File: config.mk
export PLATFORM = sky130hd
export DESIGN_NAME = isp_command_framer
export DESIGN_NICKNAME = d
export VERILOG_FILES = /design/src/sv/icf_pkg.sv /design/src/sv/icf_decode.sv /design/src/sv/icf_serializer.sv /design/src/sv/isp_command_framer.sv
export SDC_FILE = /design/constraint.sdc
export NUM_CORES = 1
export LEC_CHECK = 0
export BUFFER_PORTS_ARGS = -buffer_cell sky130_fd_sc_hd__buf_2
export CAP_MARGIN = 20
export CORE_MARGIN = 2
export CORE_UTILIZATION = 35
export DETAILED_ROUTE_END_ITERATION = 12
export SKIP_CTS_REPAIR_TIMING = 1
export SLEW_MARGIN = 10
export SYNTH_ARGS = -nofsm -noshare
export SYNTH_HDL_FRONTEND = slang
export SYNTH_SLANG_ARGS = --single-unit
File: constraint.sdc
create_clock -name aclk -period 3.35 [get_ports aclk]
set_clock_uncertainty 0.1 [all_clocks]
set_input_delay 0 -clock aclk [delete_from_list [all_inputs] [get_ports aclk]]
set_output_delay 0 -clock aclk [all_outputs]
set_load 0.05 [all_outputs]
File: src/sv/icf_pkg.sv
package icf_pkg;

    localparam int unsigned ADDR_W  = 25;
    localparam int unsigned LIMIT_W = 26;
    localparam int unsigned CFG_W   = 26;

    localparam logic [ADDR_W-1:0]  EXT_START_RST   = 25'd131072;
    localparam logic [LIMIT_W-1:0] FLASH_LIMIT_RST = 26'd262144;

    // register index on the config port
    localparam logic CFG_EXT_START   = 1'b0;
    localparam logic CFG_FLASH_LIMIT = 1'b1;

    // request codes; 6 and 7 are unused
    typedef enum logic [2:0] {
        FUNC_CONNECT     = 3'd0,
        FUNC_READ_FLASH  = 3'd1,
        FUNC_LOAD_BYTE   = 3'd2,
        FUNC_WRITE_PAGE  = 3'd3,
        FUNC_READ_EEPROM = 3'd4,
        FUNC_WRITE_EEPROM = 3'd5
    } func_t;

    // serial programming opcodes
    localparam logic [7:0] OP_LOAD_EXT     = 8'h4D;
    localparam logic [7:0] OP_READ_FLASH   = 8'h20;
    localparam logic [7:0] OP_LOAD_BYTE    = 8'h40;
    localparam logic [7:0] OP_WRITE_PAGE   = 8'h4C;
    localparam logic [7:0] OP_READ_EEPROM  = 8'hA0;
    localparam logic [7:0] OP_WRITE_EEPROM = 8'hC0;
    localparam logic [7:0] EXT_NONE        = 8'hFF;
    localparam int unsigned EXT_SHIFT      = 17;

    // frame slots 0..3 hold the extended address frame, 4..7 the command
    localparam logic [2:0] SLOT_FIRST_EXT = 3'd0;
    localparam logic [2:0] SLOT_FIRST_CMD = 3'd4;
    localparam logic [2:0] SLOT_LAST      = 3'd7;

    typedef struct packed {
        logic [7:0][7:0] bytes;
        logic            has_ext;
        logic            cap;     // final byte's reply is read data
    } frame_t;

endpackage

File: src/sv/icf_decode.sv
module icf_decode (
    input  logic                          aclk,
    input  logic                          aresetn,
    input  logic                          accept,
    input  logic [2:0]                    func,
    input  logic [icf_pkg::ADDR_W-1:0]    address,
    input  logic [7:0]                    data,
    input  logic [icf_pkg::ADDR_W-1:0]    ext_start,
    input  logic [icf_pkg::LIMIT_W-1:0]   flash_limit,
    output icf_pkg::frame_t               frame,
    output logic                          frame_vld
);
    import icf_pkg::*;

    logic [7:0] ext_byte_reg;
    logic [7:0] ext_byte_next;
    logic [7:0] hh;
    logic       in_region;
    logic       need_ext;
    logic [7:0] odd;
    logic       is_flash;

    assign hh        = address[EXT_SHIFT +: 8];
    assign in_region = (address >= ext_start) &&
                       ({{(LIMIT_W-ADDR_W){1'b0}}, address} < flash_limit);
    assign need_ext  = in_region && (hh != ext_byte_reg);
    assign odd       = {4'd0, address[0], 3'd0};

    always_comb begin
        frame         = '0;
        frame_vld     = 1'b0;
        is_flash      = 1'b0;
        ext_byte_next = ext_byte_reg;
        frame.bytes[0] = OP_LOAD_EXT;
        frame.bytes[1] = 8'h00;
        frame.bytes[2] = hh;
        frame.bytes[3] = 8'h00;
        frame.bytes[5] = address[16:9];
        frame.bytes[6] = address[8:1];
        unique case (func_t'(func))
            FUNC_CONNECT: begin
                ext_byte_next = EXT_NONE;
            end
            FUNC_READ_FLASH: begin
                is_flash       = 1'b1;
                frame.bytes[4] = OP_READ_FLASH | odd;
                frame.cap      = 1'b1;
            end
            FUNC_LOAD_BYTE: begin
                is_flash       = 1'b1;
                frame.bytes[4] = OP_LOAD_BYTE | odd;
                frame.bytes[7] = data;
            end
            FUNC_WRITE_PAGE: begin
                is_flash       = 1'b1;
                frame.bytes[4] = OP_WRITE_PAGE;
            end
            FUNC_READ_EEPROM: begin
                frame_vld      = 1'b1;
                frame.bytes[4] = OP_READ_EEPROM;
                frame.bytes[5] = address[15:8];
                frame.bytes[6] = address[7:0];
                frame.cap      = 1'b1;
            end
            FUNC_WRITE_EEPROM: begin
                frame_vld      = 1'b1;
                frame.bytes[4] = OP_WRITE_EEPROM;
                frame.bytes[5] = address[15:8];
                frame.bytes[6] = address[7:0];
                frame.bytes[7] = data;
            end
            default: begin
            end
        endcase
        if (is_flash) begin
            frame_vld     = 1'b1;
            frame.has_ext = need_ext;
            if (need_ext) begin
                ext_byte_next = hh;
            end
        end
    end

    always_ff @(posedge aclk) begin
        if (!aresetn) begin
            ext_byte_reg <= EXT_NONE;
        end else if (accept) begin
            ext_byte_reg <= ext_byte_next;
        end
    end

endmodule

File: src/sv/icf_serializer.sv
module icf_serializer (
    input  logic            aclk,
    input  logic            aresetn,
    input  icf_pkg::frame_t frame_in,
    input  logic            load,
    output logic            ready,
    output logic            m_valid,
    input  logic            m_ready,
    output logic [7:0]      m_tx_byte,
    output logic            m_capture_reply,
    output logic            m_last
);
    import icf_pkg::*;

    frame_t     frame_reg, frame_next;
    logic       frame_vld_reg, frame_vld_next;
    logic [2:0] idx_reg, idx_next;
    logic       out_vld_reg, out_vld_next;
    logic [7:0] tx_reg, tx_next;
    logic       cap_reg, cap_next;
    logic       last_reg, last_next;
    logic       emit;
    logic       fin;

    assign emit  = frame_vld_reg && (!out_vld_reg || m_ready);
    assign fin   = emit && (idx_reg == SLOT_LAST);
    assign ready = !frame_vld_reg || fin;

    always_comb begin
        frame_next     = frame_reg;
        frame_vld_next = frame_vld_reg;
        idx_next       = idx_reg;
        out_vld_next   = out_vld_reg;
        tx_next        = tx_reg;
        cap_next       = cap_reg;
        last_next      = last_reg;
        if (m_ready) begin
            out_vld_next = 1'b0;
        end
        if (emit) begin
            out_vld_next = 1'b1;
            tx_next      = frame_reg.bytes[idx_reg];
            cap_next     = frame_reg.cap && fin;
            last_next    = fin;
            idx_next     = 3'(idx_reg + 3'd1);
            if (fin) begin
                frame_vld_next = 1'b0;
            end
        end
        if (load) begin
            frame_next     = frame_in;
            frame_vld_next = 1'b1;
            idx_next       = frame_in.has_ext ? SLOT_FIRST_EXT : SLOT_FIRST_CMD;
        end
    end

    always_ff @(posedge aclk) begin
        if (!aresetn) begin
            frame_vld_reg <= 1'b0;
            idx_reg       <= SLOT_FIRST_CMD;
            out_vld_reg   <= 1'b0;
        end else begin
            frame_vld_reg <= frame_vld_next;
            idx_reg       <= idx_next;
            out_vld_reg   <= out_vld_next;
        end
    end

    always_ff @(posedge aclk) begin
        frame_reg <= frame_next;
        tx_reg    <= tx_next;
        cap_reg   <= cap_next;
        last_reg  <= last_next;
    end

    assign m_valid         = out_vld_reg;
    assign m_tx_byte       = tx_reg;
    assign m_capture_reply = cap_reg;
    assign m_last          = last_reg;

endmodule

File: src/sv/isp_command_framer.sv
// A request's bytes pass the frame register, then the byte output register.
// One output byte per cycle while m_ready is high; a request occupies the frame
//   register for its four command bytes (eight with an extended address frame).
// A new request is taken in the cycle its predecessor's last byte is emitted.
// Reset (aresetn, sync, active low): config to defaults, extended byte to FF.
module isp_command_framer (
    input  logic                          aclk,
    input  logic                          aresetn,
    // request channel
    input  logic                          s_valid,
    output logic                          s_ready,
    input  logic [2:0]                    s_func,
    input  logic [icf_pkg::ADDR_W-1:0]    s_address,
    input  logic [7:0]                    s_data,
    // byte channel
    output logic                          m_valid,
    input  logic                          m_ready,
    output logic [7:0]                    m_tx_byte,
    output logic                          m_capture_reply,
    output logic                          m_last,
    // config write port
    input  logic                          cfg_we,
    input  logic                          cfg_index,
    input  logic [icf_pkg::CFG_W-1:0]     cfg_data
);
    import icf_pkg::*;

    logic [ADDR_W-1:0]  ext_start_reg;
    logic [LIMIT_W-1:0] flash_limit_reg;
    logic               s_xfer;
    frame_t             frame;
    logic               frame_vld;

    // config registers; to be written only while idle, which the block does not enforce
    always_ff @(posedge aclk) begin
        if (!aresetn) begin
            ext_start_reg   <= EXT_START_RST;
            flash_limit_reg <= FLASH_LIMIT_RST;
        end else if (cfg_we) begin
            unique case (cfg_index)
                CFG_EXT_START:   ext_start_reg   <= cfg_data[ADDR_W-1:0];
                CFG_FLASH_LIMIT: flash_limit_reg <= cfg_data[LIMIT_W-1:0];
                default: begin
                end
            endcase
        end
    end

    assign s_xfer = s_valid && s_ready;

    // Decode: builds the whole frame and tracks the extended address byte.
    // Connect and unused codes produce no frame; they complete on transfer.
    icf_decode u_decode (
        .aclk        (aclk),
        .aresetn     (aresetn),
        .accept      (s_xfer),
        .func        (s_func),
        .address     (s_address),
        .data        (s_data),
        .ext_start   (ext_start_reg),
        .flash_limit (flash_limit_reg),
        .frame       (frame),
        .frame_vld   (frame_vld)
    );

    // Serializer: frame register feeding a byte output register.
    icf_serializer u_serializer (
        .aclk            (aclk),
        .aresetn         (aresetn),
        .frame_in        (frame),
        .load            (s_xfer && frame_vld),
        .ready           (s_ready),
        .m_valid         (m_valid),
        .m_ready         (m_ready),
        .m_tx_byte       (m_tx_byte),
        .m_capture_reply (m_capture_reply),
        .m_last          (m_last)
    );

endmodule

==> results of run 1 <==
[metrics by stage]
step           area, µm²  setup WS [ns]  cells  utilization
2_1_floorplan       5810          0.716    603            -
3_3_place_gp        6420          0.720    881        0.391
3_5_place_dp        6420          0.737    881        0.391
4_1_cts             6700          0.716    897        0.409
5_1_grt             7390          0.549    966        0.450
6_report            7390          0.711    966        0.450
[critical path, stage by stage (launching register included)]
cell      delay [ns]
dfxtp_1         0.62
ha_1            0.25
ha_1            0.15
and3_1          0.20
nand2b_4        0.16
and2_1          0.14
o21ai_0         0.13
inv_1           0.11
buf_4           0.41
[cells in the final DEF, fill, tap and decap left out, types with 2 or more instances in the layout]
cell type / n
a21boi_0: 51
a21o_1: 7
a21oi_1: 30
and2_1: 12
and3_1: 2
buf_2: 79
buf_4: 5
clkbuf_16: 9
clkinv_4: 6
dfxtp_1: 64
dlygate4sd3_1: 68
edfxtp_1: 47
ha_1: 54
inv_1: 55
mux2_2: 19
mux4_2: 3
nand2_1: 124
nand2b_1: 3
nand2b_4: 2
nand3_1: 3
nand4_1: 11
nor2_1: 15
nor2b_1: 4
nor3_1: 4
o211ai_1: 2
o21ai_0: 22
o21bai_1: 3
o221ai_1: 2
o22a_1: 7
or3_1: 2
xnor2_1: 10
[area by class of cell]
type	instances	area, µm²	share of cell area
repair buffers	153	1120	0.151
multi-input cells	410	2810	0.380
flip-flops and latches	111	2690	0.364
clock inverters	7	60.1	0.00813
clock buffers	9	225	0.0305
inverters	56	210	0.0285
well taps	220	275	0.0373
[report_power, final]
| group | switching, mW | internal [mW] | leakage [nW] |
|---|---|---|---|
| logic | 0.280 | 0.235 | 1.78 |
| clock network | 0.524 | 0.513 | 0.136 |
| registers | 0.0358 | 1.49 | 0.967 |
| total | 0.841 | 2.24 | 2.88 |
[per-layer routing]
| metal | vias up | global-route usage | share of wire |
|---|---|---|---|
| met5 | - | 0 | 0 |
| met4 | 0 | 0.0705 | 0.025 |
| met3 | 21 | 0.0352 | 0.032 |
| met2 | 79 | 0.279 | 0.48 |
| met1 | 2215 | 0.205 | 0.46 |
| li1 | 2359 | - | - |
[worst max path at each step]
| stage | startpoint | endpoint | slack, ns | depth (start not counted) |
|---|---|---|---|---|
| 3_5_place_dp | u_serializer.idx_reg[1] | u_serializer.frame_reg[65] | 0.74 | 8 |
| 6_report | u_serializer.idx_reg[1] | u_serializer.frame_reg[62] | 0.71 | 8 |
| 2_1_floorplan | u_serializer.m_valid | u_serializer.idx_reg[2] | 0.72 | 8 |
| 4_1_cts | u_serializer.idx_reg[1] | u_serializer.frame_reg[65] | 0.72 | 8 |
| 5_1_grt | u_serializer.idx_reg[1] | u_serializer.frame_reg[62] | 0.55 | 8 |
| 3_3_place_gp | u_serializer.idx_reg[1] | u_serializer.frame_reg[65] | 0.72 | 8 |
[kinds of logic after synthesis]
| kind of cell | Yosys count |
|---|---|
| AO/OA/AOI/OAI | 135 |
| flip-flops | 111 |
| AND/OR/NAND/NOR | 189 |
| XOR/XNOR | 10 |
| multiplexers | 22 |
| adder cells (fa/ha/maj) | 54 |
| buffers and inverters | 82 |
==> results_dict.tcl, run 1 <==
set metrics [dict create \
    status "completed" \
    synth_fa_ha_area_frac 0.116 \
    reg2reg_depth 8 \
    worstPathRequired_ns 3.25 \
    synth_top_family_by_area "compound AO/OA/AOI/OAI gates" \
    hold_violations 0 \
    yosysMostFrequentCell "nand2_1" \
    track_usage 0.165 \
    wire_per_inst_um 15.0 \
    crit_type "reg2reg" \
    rsz0062_at_grt "no" \
    crit_fanout 37 \
    clockBufferDepth 2 \
    port_buffers 79 \
    yosysTopAreaCell "edfxtp_1" \
    hold_path_class "in2reg" \
    synth_compound_area_frac 0.156 \
    synth_area_um2 5810 \
    cts.sinks 111 \
    cts_buffers 9 \
    vias 4674 \
    routed_wl_mm 14.5 \
    cts.htree.levels 3 \
    area_growth_pct 27.1 \
    synth_top_area_frac 0.243 \
    die-area_um2 17700 \
    netlist_instances 603 \
    cts_tree "yes" \
    dp_hpwl_mm 10.5 \
    timing.rr.end "u_serializer.frame_reg[62]" \
    setup_tns_ns 0 \
    grt_pass1_vias 4533 \
    num_antenna_cells 0 \
    fin_hold_ws_ns 0.0146 \
    grt_max_degree 59 \
    ios 80 \
    final_max_slew_viol_count 0 \
    clk_pin_slew_ns 0.08 \
    drt-pass1-iter-count 4 \
    n_fill_cell 1592 \
    grt.overflow.total 0 \
    max_freq_mhz 379 \
    hp-start "s_address[0]" \
    chipWidth_um 133 \
    synth_area_per_cell_um2 9.64 \
    rr_startpoint "u_serializer.idx_reg[1]" \
    synth-main-ff-cell "dfxtp_1" \
    synth.distinct_cells 48 \
    first_iter_violations 274 \
    ys_ff_latch 111 \
    finalCriticalPeriod_ns 2.64 \
    max-slew-margin-rel 0.332 \
    vias_per_cell 4.84 \
    asyncSetResetFlopFracSynth 0 \
    gp_congestion 0.866 \
    synth_common_cells "nand2_1, dfxtp_1, inv_1" \
    grt_pass1_wl_mm 22.8 \
    synth_area_leaders "edfxtp_1, dfxtp_1, ha_1" \
    worst_ir_drop_vdd_v 0.000283 \
    powerDensity_nw_per_um2 416 \
    clkLatencyLatePin_ns 0.36 \
    mappedNetlistNets 725 \
    antenna_found_initial 0 \
    arrival_ns 2.54 \
    hold_path_depth 3 \
    end_kind "register" \
    die-height_um 133 \
    root_buffer "clkbuf_16" \
    ys_seq_area_frac 0.463 \
    ant_nets 0 \
    yosys_warnings 0 \
    coreArea_um2 16400 \
    max_cap_violations 0 \
    tightestPinTransition_ns 1.00 \
    largest_reg_flops 37 \
    num_rows 47 \
    period_share 0.788 \
    holdPathEnd "u_serializer.frame_reg[37]" \
    leakage_nw 2.88 \
    finalSetupViolCount 0 \
    start_util 0.354 \
    drive_above_1_share 0.176 \
    yosys.area_share.simple 0.147 \
    synth_xor_area_frac 0.0151 \
    rrSetupSlack_ns 0.71 \
    worstSetupStartpointType "register" \
    finalPower_mw 3.08 \
    fin_nets 863 \
    synth-edff-count 47 \
    route.detailed.drc 0 \
    muxShareOfSynthArea 0.0484 \
]
Power figures use the tool's default switching activity.
==> run 2, diff against run 1 <==
--- a/config.mk
+++ b/config.mk
@@ -5,6 +5,7 @@
 export SDC_FILE = /design/constraint.sdc
 export NUM_CORES = 1
 export LEC_CHECK = 0
+export ABC_AREA = 1
 export BUFFER_PORTS_ARGS = -buffer_cell sky130_fd_sc_hd__buf_2
 export CAP_MARGIN = 20
 export CORE_MARGIN = 2
==> constraint.sdc (replaced) <==
create_clock -name aclk -period 2.4 [get_ports aclk]
set_clock_uncertainty 0.1 [all_clocks]
set_input_delay 0 -clock aclk [delete_from_list [all_inputs] [get_ports aclk]]
set_output_delay 0 -clock aclk [all_outputs]
set_load 0.05 [all_outputs]
==> run 2 against run 1 <==
Against the previous run:
- clock-buffer cell count is 3 higher
- the run now ends with negative hold slack left
- die area is 1.6% higher
- clock power is 54% higher
- critical path type unchanged
- synthesized cell count is 19% higher
==> results_dict.tcl, run 2 <==
set metrics [dict create \
    first_iter_violations 314 \
    yosysMostFrequentCell "inv_1" \
    synth_common_cells "inv_1, nand2_1, a21oi_1" \
    mostFrequentLayoutCells "inv_1, nand2_1, a21oi_1, buf_2, o21ai_0" \
    ant_nets 0 \
    multiInputGateArea_um2 2680 \
    route.detailed.drc 0 \
    cpPeakStageDelay_ns 0.31 \
    crit_type "reg2reg" \
    mappedNetlistNets 841 \
    rsz0062_at_grt "no" \
    violations "negative hold slack" \
    area_growth_pct 27.4 \
    cts.sinks 111 \
    worstSetupStartpointType "register" \
    final_max_slew_viol_count 0 \
    setup_tns_ns 0 \
    num_antenna_cells 0 \
    finalCriticalPeriod_ns 1.99 \
    synth-main-ff-cell "dfxtp_1" \
    yosys_warnings 0 \
    vias_per_cell 4.70 \
    fin_nets 979 \
    antenna_found_initial 0 \
    ios 80 \
    regArea_um2 2690 \
    n_fill_cell 1678 \
    asyncSetResetFlopFracSynth 0 \
    synth_top_area_frac 0.239 \
    end_kind "register" \
    timing.rr.end "u_decode.ext_byte_reg[6]" \
    max-slew-margin-rel 0.673 \
    chipWidth_um 134 \
    grt_pass1_wl_mm 22.9 \
    largest_reg_flops 37 \
    clkLatencyLatePin_ns 0.35 \
    ys_seq_area_frac 0.456 \
    root_buffer "clkbuf_16" \
    cts_buffers 9 \
    timing.final.ws_setup_ns 0.410 \
    finalSetupViolCount 0 \
    coreArea_um2 16500 \
    dp_cells 1002 \
    port_buffers 79 \
    track_usage 0.163 \
    fin_hold_ws_ns -0.0336 \
    wl_met1_mm 7.03 \
    drive_above_1_share 0.144 \
    tightestPinTransition_ns 0.490 \
    arrival_ns 2.13 \
    num_rows 47 \
    met3_length_um 508 \
    dp_hpwl_mm 10.6 \
    rr_startpoint "flash_limit_reg[9]" \
    reg2reg_depth 13 \
    clk_pin_slew_ns 0.07 \
    max_cap_violations 0 \
    hold_path_class "in2reg" \
    netlist_instances 719 \
    die-height_um 134 \
    top_layer_used "met4" \
    grt.overflow.total 0 \
    cp_common_cell "nand3_1" \
    dp_slack_ns 0.420 \
    drt-pass1-iter-count 5 \
    path_cells "inv_1 > ha_1 > nand2_1 > nor2_1 > nand3_1 > nand3_1 > nand2_1 > nand2_2 > nand2_2 > nand3_4 > nand3_1 > nand3_1 > nand2_1" \
    leakage_nw 3.34 \
    endpoint "u_decode.ext_byte_reg[6]" \
    final_common_cell "inv_1" \
    vias 5084 \
    wl_met2_mm 6.64 \
    fin_cells 1082 \
    clockBufferDepth 2 \
    rrSetupSlack_ns 0.41 \
    routed_wl_mm 14.5 \
    cts_tree "yes" \
    worstPathRequired_ns 2.54 \
    ys_ff_latch 111 \
    synth.distinct_cells 37 \
    slowest_stage "dfxtp_1" \
    powerDensity_nw_per_um2 616 \
    synth_area_um2 5910 \
    synth_area_per_cell_um2 8.22 \
    gp_congestion 0.826 \
    synth_area_leaders "edfxtp_1, dfxtp_1, ha_1" \
    synth-edff-count 47 \
    crit_fanout 9 \
    status "finished, violations left" \
    wire_per_inst_um 13.4 \
    die-area_um2 17900 \
    grt_max_degree 55 \
    start_util 0.358 \
    cts.htree.levels 3 \
    hold_violations 5 \
    yosysTopAreaCell "edfxtp_1" \
    worst_ir_drop_vdd_v 0.000348 \
    max_freq_mhz 502 \
    period_share 0.829 \
    startpoint "flash_limit_reg[9]" \
    grt_pass1_vias 4637 \
]
[run 2: area by class of cell]
| cell class | instances | share of cell area |
|---|---|---|
| clock buffer | 12 | 0.0357 |
| clock inverter | 4 | 0.00665 |
| inverter | 118 | 0.0593 |
| multi-input combinational | 465 | 0.356 |
| sequential | 111 | 0.358 |
| tap | 220 | 0.0366 |
| timing repair buffer | 152 | 0.148 |
[run 2: through the flow]
step / power [mW] / util / instance area (µm²)
3_5_place_dp: 3.01 / 0.398 / 6570
2_1_floorplan: 2.74 / - / 5910
5_1_grt: 4.90 / 0.456 / 7530
6_report: 4.64 / 0.456 / 7530
3_3_place_gp: 3.00 / 0.398 / 6570
4_1_cts: 4.61 / 0.417 / 6890
[run 2: worst min-delay path by stage]
stage | from | to | slack [ns] | cells after the start
after floorplan | s_address[17] | u_serializer.frame_reg[18] | -0.001 | 0
after global placement | cfg_data[17] | ext_start_reg[17] | 0.14 | 3
after detailed placement | cfg_data[17] | ext_start_reg[17] | 0.15 | 3
after CTS | cfg_data[17] | ext_start_reg[17] | -0.23 | 3
after global routing | s_func[0] | u_serializer.frame_reg[39] | 0.0002 | 3
final | s_address[16] | u_serializer.frame_reg[49] | -0.03 | 3
[run 2: per-layer routing]
layer,track usage,vias to the layer above
li1,-,2682
met1,0.224,2268
met2,0.261,114
met3,0.0249,20
met4,0.0597,0
met5,0,-
[run 2: kinds of logic (layout without fill, tap and decap cells)]
group	after synthesis	in the layout	share of synthesized area
and+or+nand+nor	225	225	0.171
buffers and inverters	143	286	0.0913
AOI/OAI and AO/OA	185	185	0.166
adders and majority gates	54	54	0.114
DFF	111	111	0.456
muxes	1	1	0.00191
[run 2: worst max-delay path: cells and delay by family (launching register included)]
kind / cells / cell delay, ns
adders and majority gates: 1 / 0.29
buffers and inverters: 1 / 0.05
DFF: 1 / 0.31
and+or+nand+nor: 11 / 1.13
[run 2: power breakdown]
part           internal (mW)  switching (mW)
Clock                  0.907           0.690
Combinational          0.354           0.534
Sequential              2.11          0.0455
==> run 3, diff against run 2 <==
==> constraint.sdc (replaced) <==
create_clock -name aclk -period 1.9 [get_ports aclk]
set_clock_uncertainty 0.1 [all_clocks]
set_input_delay 0 -clock aclk [delete_from_list [all_inputs] [get_ports aclk]]
set_output_delay 0 -clock aclk [all_outputs]
set_load 0.05 [all_outputs]
==> run 3 against run 2 <==
Against the previous run:
- the flow finishes with violations (negative hold slack, negative setup slack)
- worst hold slack got worse by 0.021 ns
- critical path type unchanged
- combinational power increased by 62%
- maximum frequency increased by 4.6%
==> results_dict.tcl, run 3 (synthesis gave the netlist of run 2 again) <==
set metrics [dict create \
    status "finished, violations left" \
    violations "negative hold slack, negative setup slack" \
    die-area_um2 17900 \
    crit_fanout 8 \
    final_common_cell "nand2_1" \
    tightestPinTransition_ns 0.658 \
    grt_pass1_wl_mm 23.7 \
    finalSetupViolCount 1 \
    drive_above_1_share 0.308 \
    start_util 0.358 \
    path_cells "inv_1 > ha_4 > nand2_2 > nor2_2 > nand3b_1 > nand3_1 > nand2_1 > nand3_4 > nand3_2 > nand3_1 > nand3_1 > nand2_1" \
    hold_path_class "in2reg" \
    ant_nets 0 \
    gp_congestion 0.866 \
    dp_hpwl_mm 11.1 \
    dp_cells 1015 \
    grt_pass1_vias 4581 \
    cts_buffers 9 \
    largest_reg_flops 37 \
    cts.sinks 111 \
    drt-pass1-iter-count 5 \
    clockBufferDepth 2 \
    max-slew-margin-rel 0.561 \
    die-height_um 134 \
    final_max_slew_viol_count 0 \
    grt_max_degree 52 \
    area_growth_pct 42.0 \
    routed_wl_mm 16.1 \
    cts_tree "yes" \
    worstPathRequired_ns 2.11 \
    cp_common_cell "nand3_1" \
    max_freq_mhz 525 \
    grt.overflow.total 0 \
    worstSetupStartpointType "register" \
    route.detailed.drc 0 \
    finalPower_mw 6.06 \
    vias 5359 \
    num_antenna_cells 0 \
    first_iter_violations 342 \
    antenna_found_initial 0 \
    ios 80 \
    rsz0062_at_grt "yes" \
    worst_ir_drop_vdd_v 0.000492 \
    track_usage 0.170 \
    wire_per_inst_um 14.6 \
    clk_pin_slew_ns 0.08 \
    hold_violations 9 \
    mostFrequentLayoutCells "nand2_1, inv_1, a21oi_1, buf_2, o21ai_0" \
    crit_type "reg2reg" \
    root_buffer "clkbuf_16" \
    timing.final.ws_setup_ns -0.00300 \
    cpPeakStageDelay_ns 0.31 \
    num_rows 47 \
    fin_hold_ws_ns -0.0546 \
    max_cap_violations 0 \
    slowest_stage "dfxtp_1" \
    fin_nets 998 \
    chipWidth_um 134 \
    clkLatencyLatePin_ns 0.37 \
    port_buffers 79 \
    powerDensity_nw_per_um2 722 \
    vias_per_cell 4.87 \
    arrival_ns 2.11 \
    finalCriticalPeriod_ns 1.90 \
    period_share 1.00 \
    coreArea_um2 16500 \
    cts.htree.levels 3 \
    end_kind "register" \
    fin_cells 1101 \
    leakage_nw 3.50 \
]
[run 3: cell types whose count changed in the layout (fill, tap and decap cells not counted), moves of 8 or more]
cell and change:
inv_1 -28, inv_2 +27, dfxtp_2 +14, nand2_2 +11, ha_4 +35, nand3_2 +14
ha_1 -35, nand2_1 -16, buf_4 +12, nor2_2 +8, nand3_1 -13, nor2_1 -12
dfxtp_1 -15
[run 3: cell type report]
cell class	count	area [µm²]
Clock inverter	6	50.0
Clock buffer	10	239
Multi-Input combinational cell	467	3350
Tap cell	220	275
Sequential cell	111	2720
Fill cell	1527	8130
Inverter	118	449
Timing Repair Buffer	169	1310
[run 3: worst max-delay path, delay by kind of cell, from the launching register on]
kind | cells | cell delay (ns)
buf+inv | 1 | 0.08
fa+ha+maj | 1 | 0.29
flops | 1 | 0.31
simple gates | 10 | 1.07
[run 3: per-layer routing]
layer / wire length [µm] / share of wire / vias to the layer above / global-route usage
met5: 0 / 0 / - / 0
met4: 323 / 0.020 / 0 / 0.0573
met3: 707 / 0.044 / 23 / 0.0336
met2: 7580 / 0.47 / 149 / 0.268
met1: 7450 / 0.46 / 2454 / 0.235
li1: - / - / 2733 / -
[run 3: per-stage QoR]
stage	utilization	setup slack, ns	hold WS [ns]	area (µm²)	TNS [ns]
after detailed placement	0.408	-0.0236	0.146	6730	-0.0960
after global routing	0.508	-0.0953	-0.0260	8390	-0.739
after floorplan	-	-0.187	-0.00113	5960	-7.08
after global placement	0.408	0.0107	0.142	6730	0
after CTS	0.425	-0.0452	-0.236	7020	-0.260
final	0.508	-0.00300	-0.0546	8390	-0.00300
[run 3: report_power, final]
part | switching [mW] | total [mW] | internal (mW)
Clock | 0.943 | 1.89 | 0.944
Sequential | 0.0635 | 2.73 | 2.66
Combinational | 0.823 | 1.44 | 0.620
[run 3: final timing paths]
kind | start | to | slack, ns | cells after the start
worst max-delay path | ext_start_reg[7] | u_decode.ext_byte_reg[3] | -0.003 | 12
worst min-delay path | s_address[10] | u_serializer.frame_reg[44] | -0.05 | 3
worst max register to register | ext_start_reg[7] | u_decode.ext_byte_reg[3] | -0.003 | 12
worst min register to register | flash_limit_reg[6] | flash_limit_reg[6] | 0.35 | 2
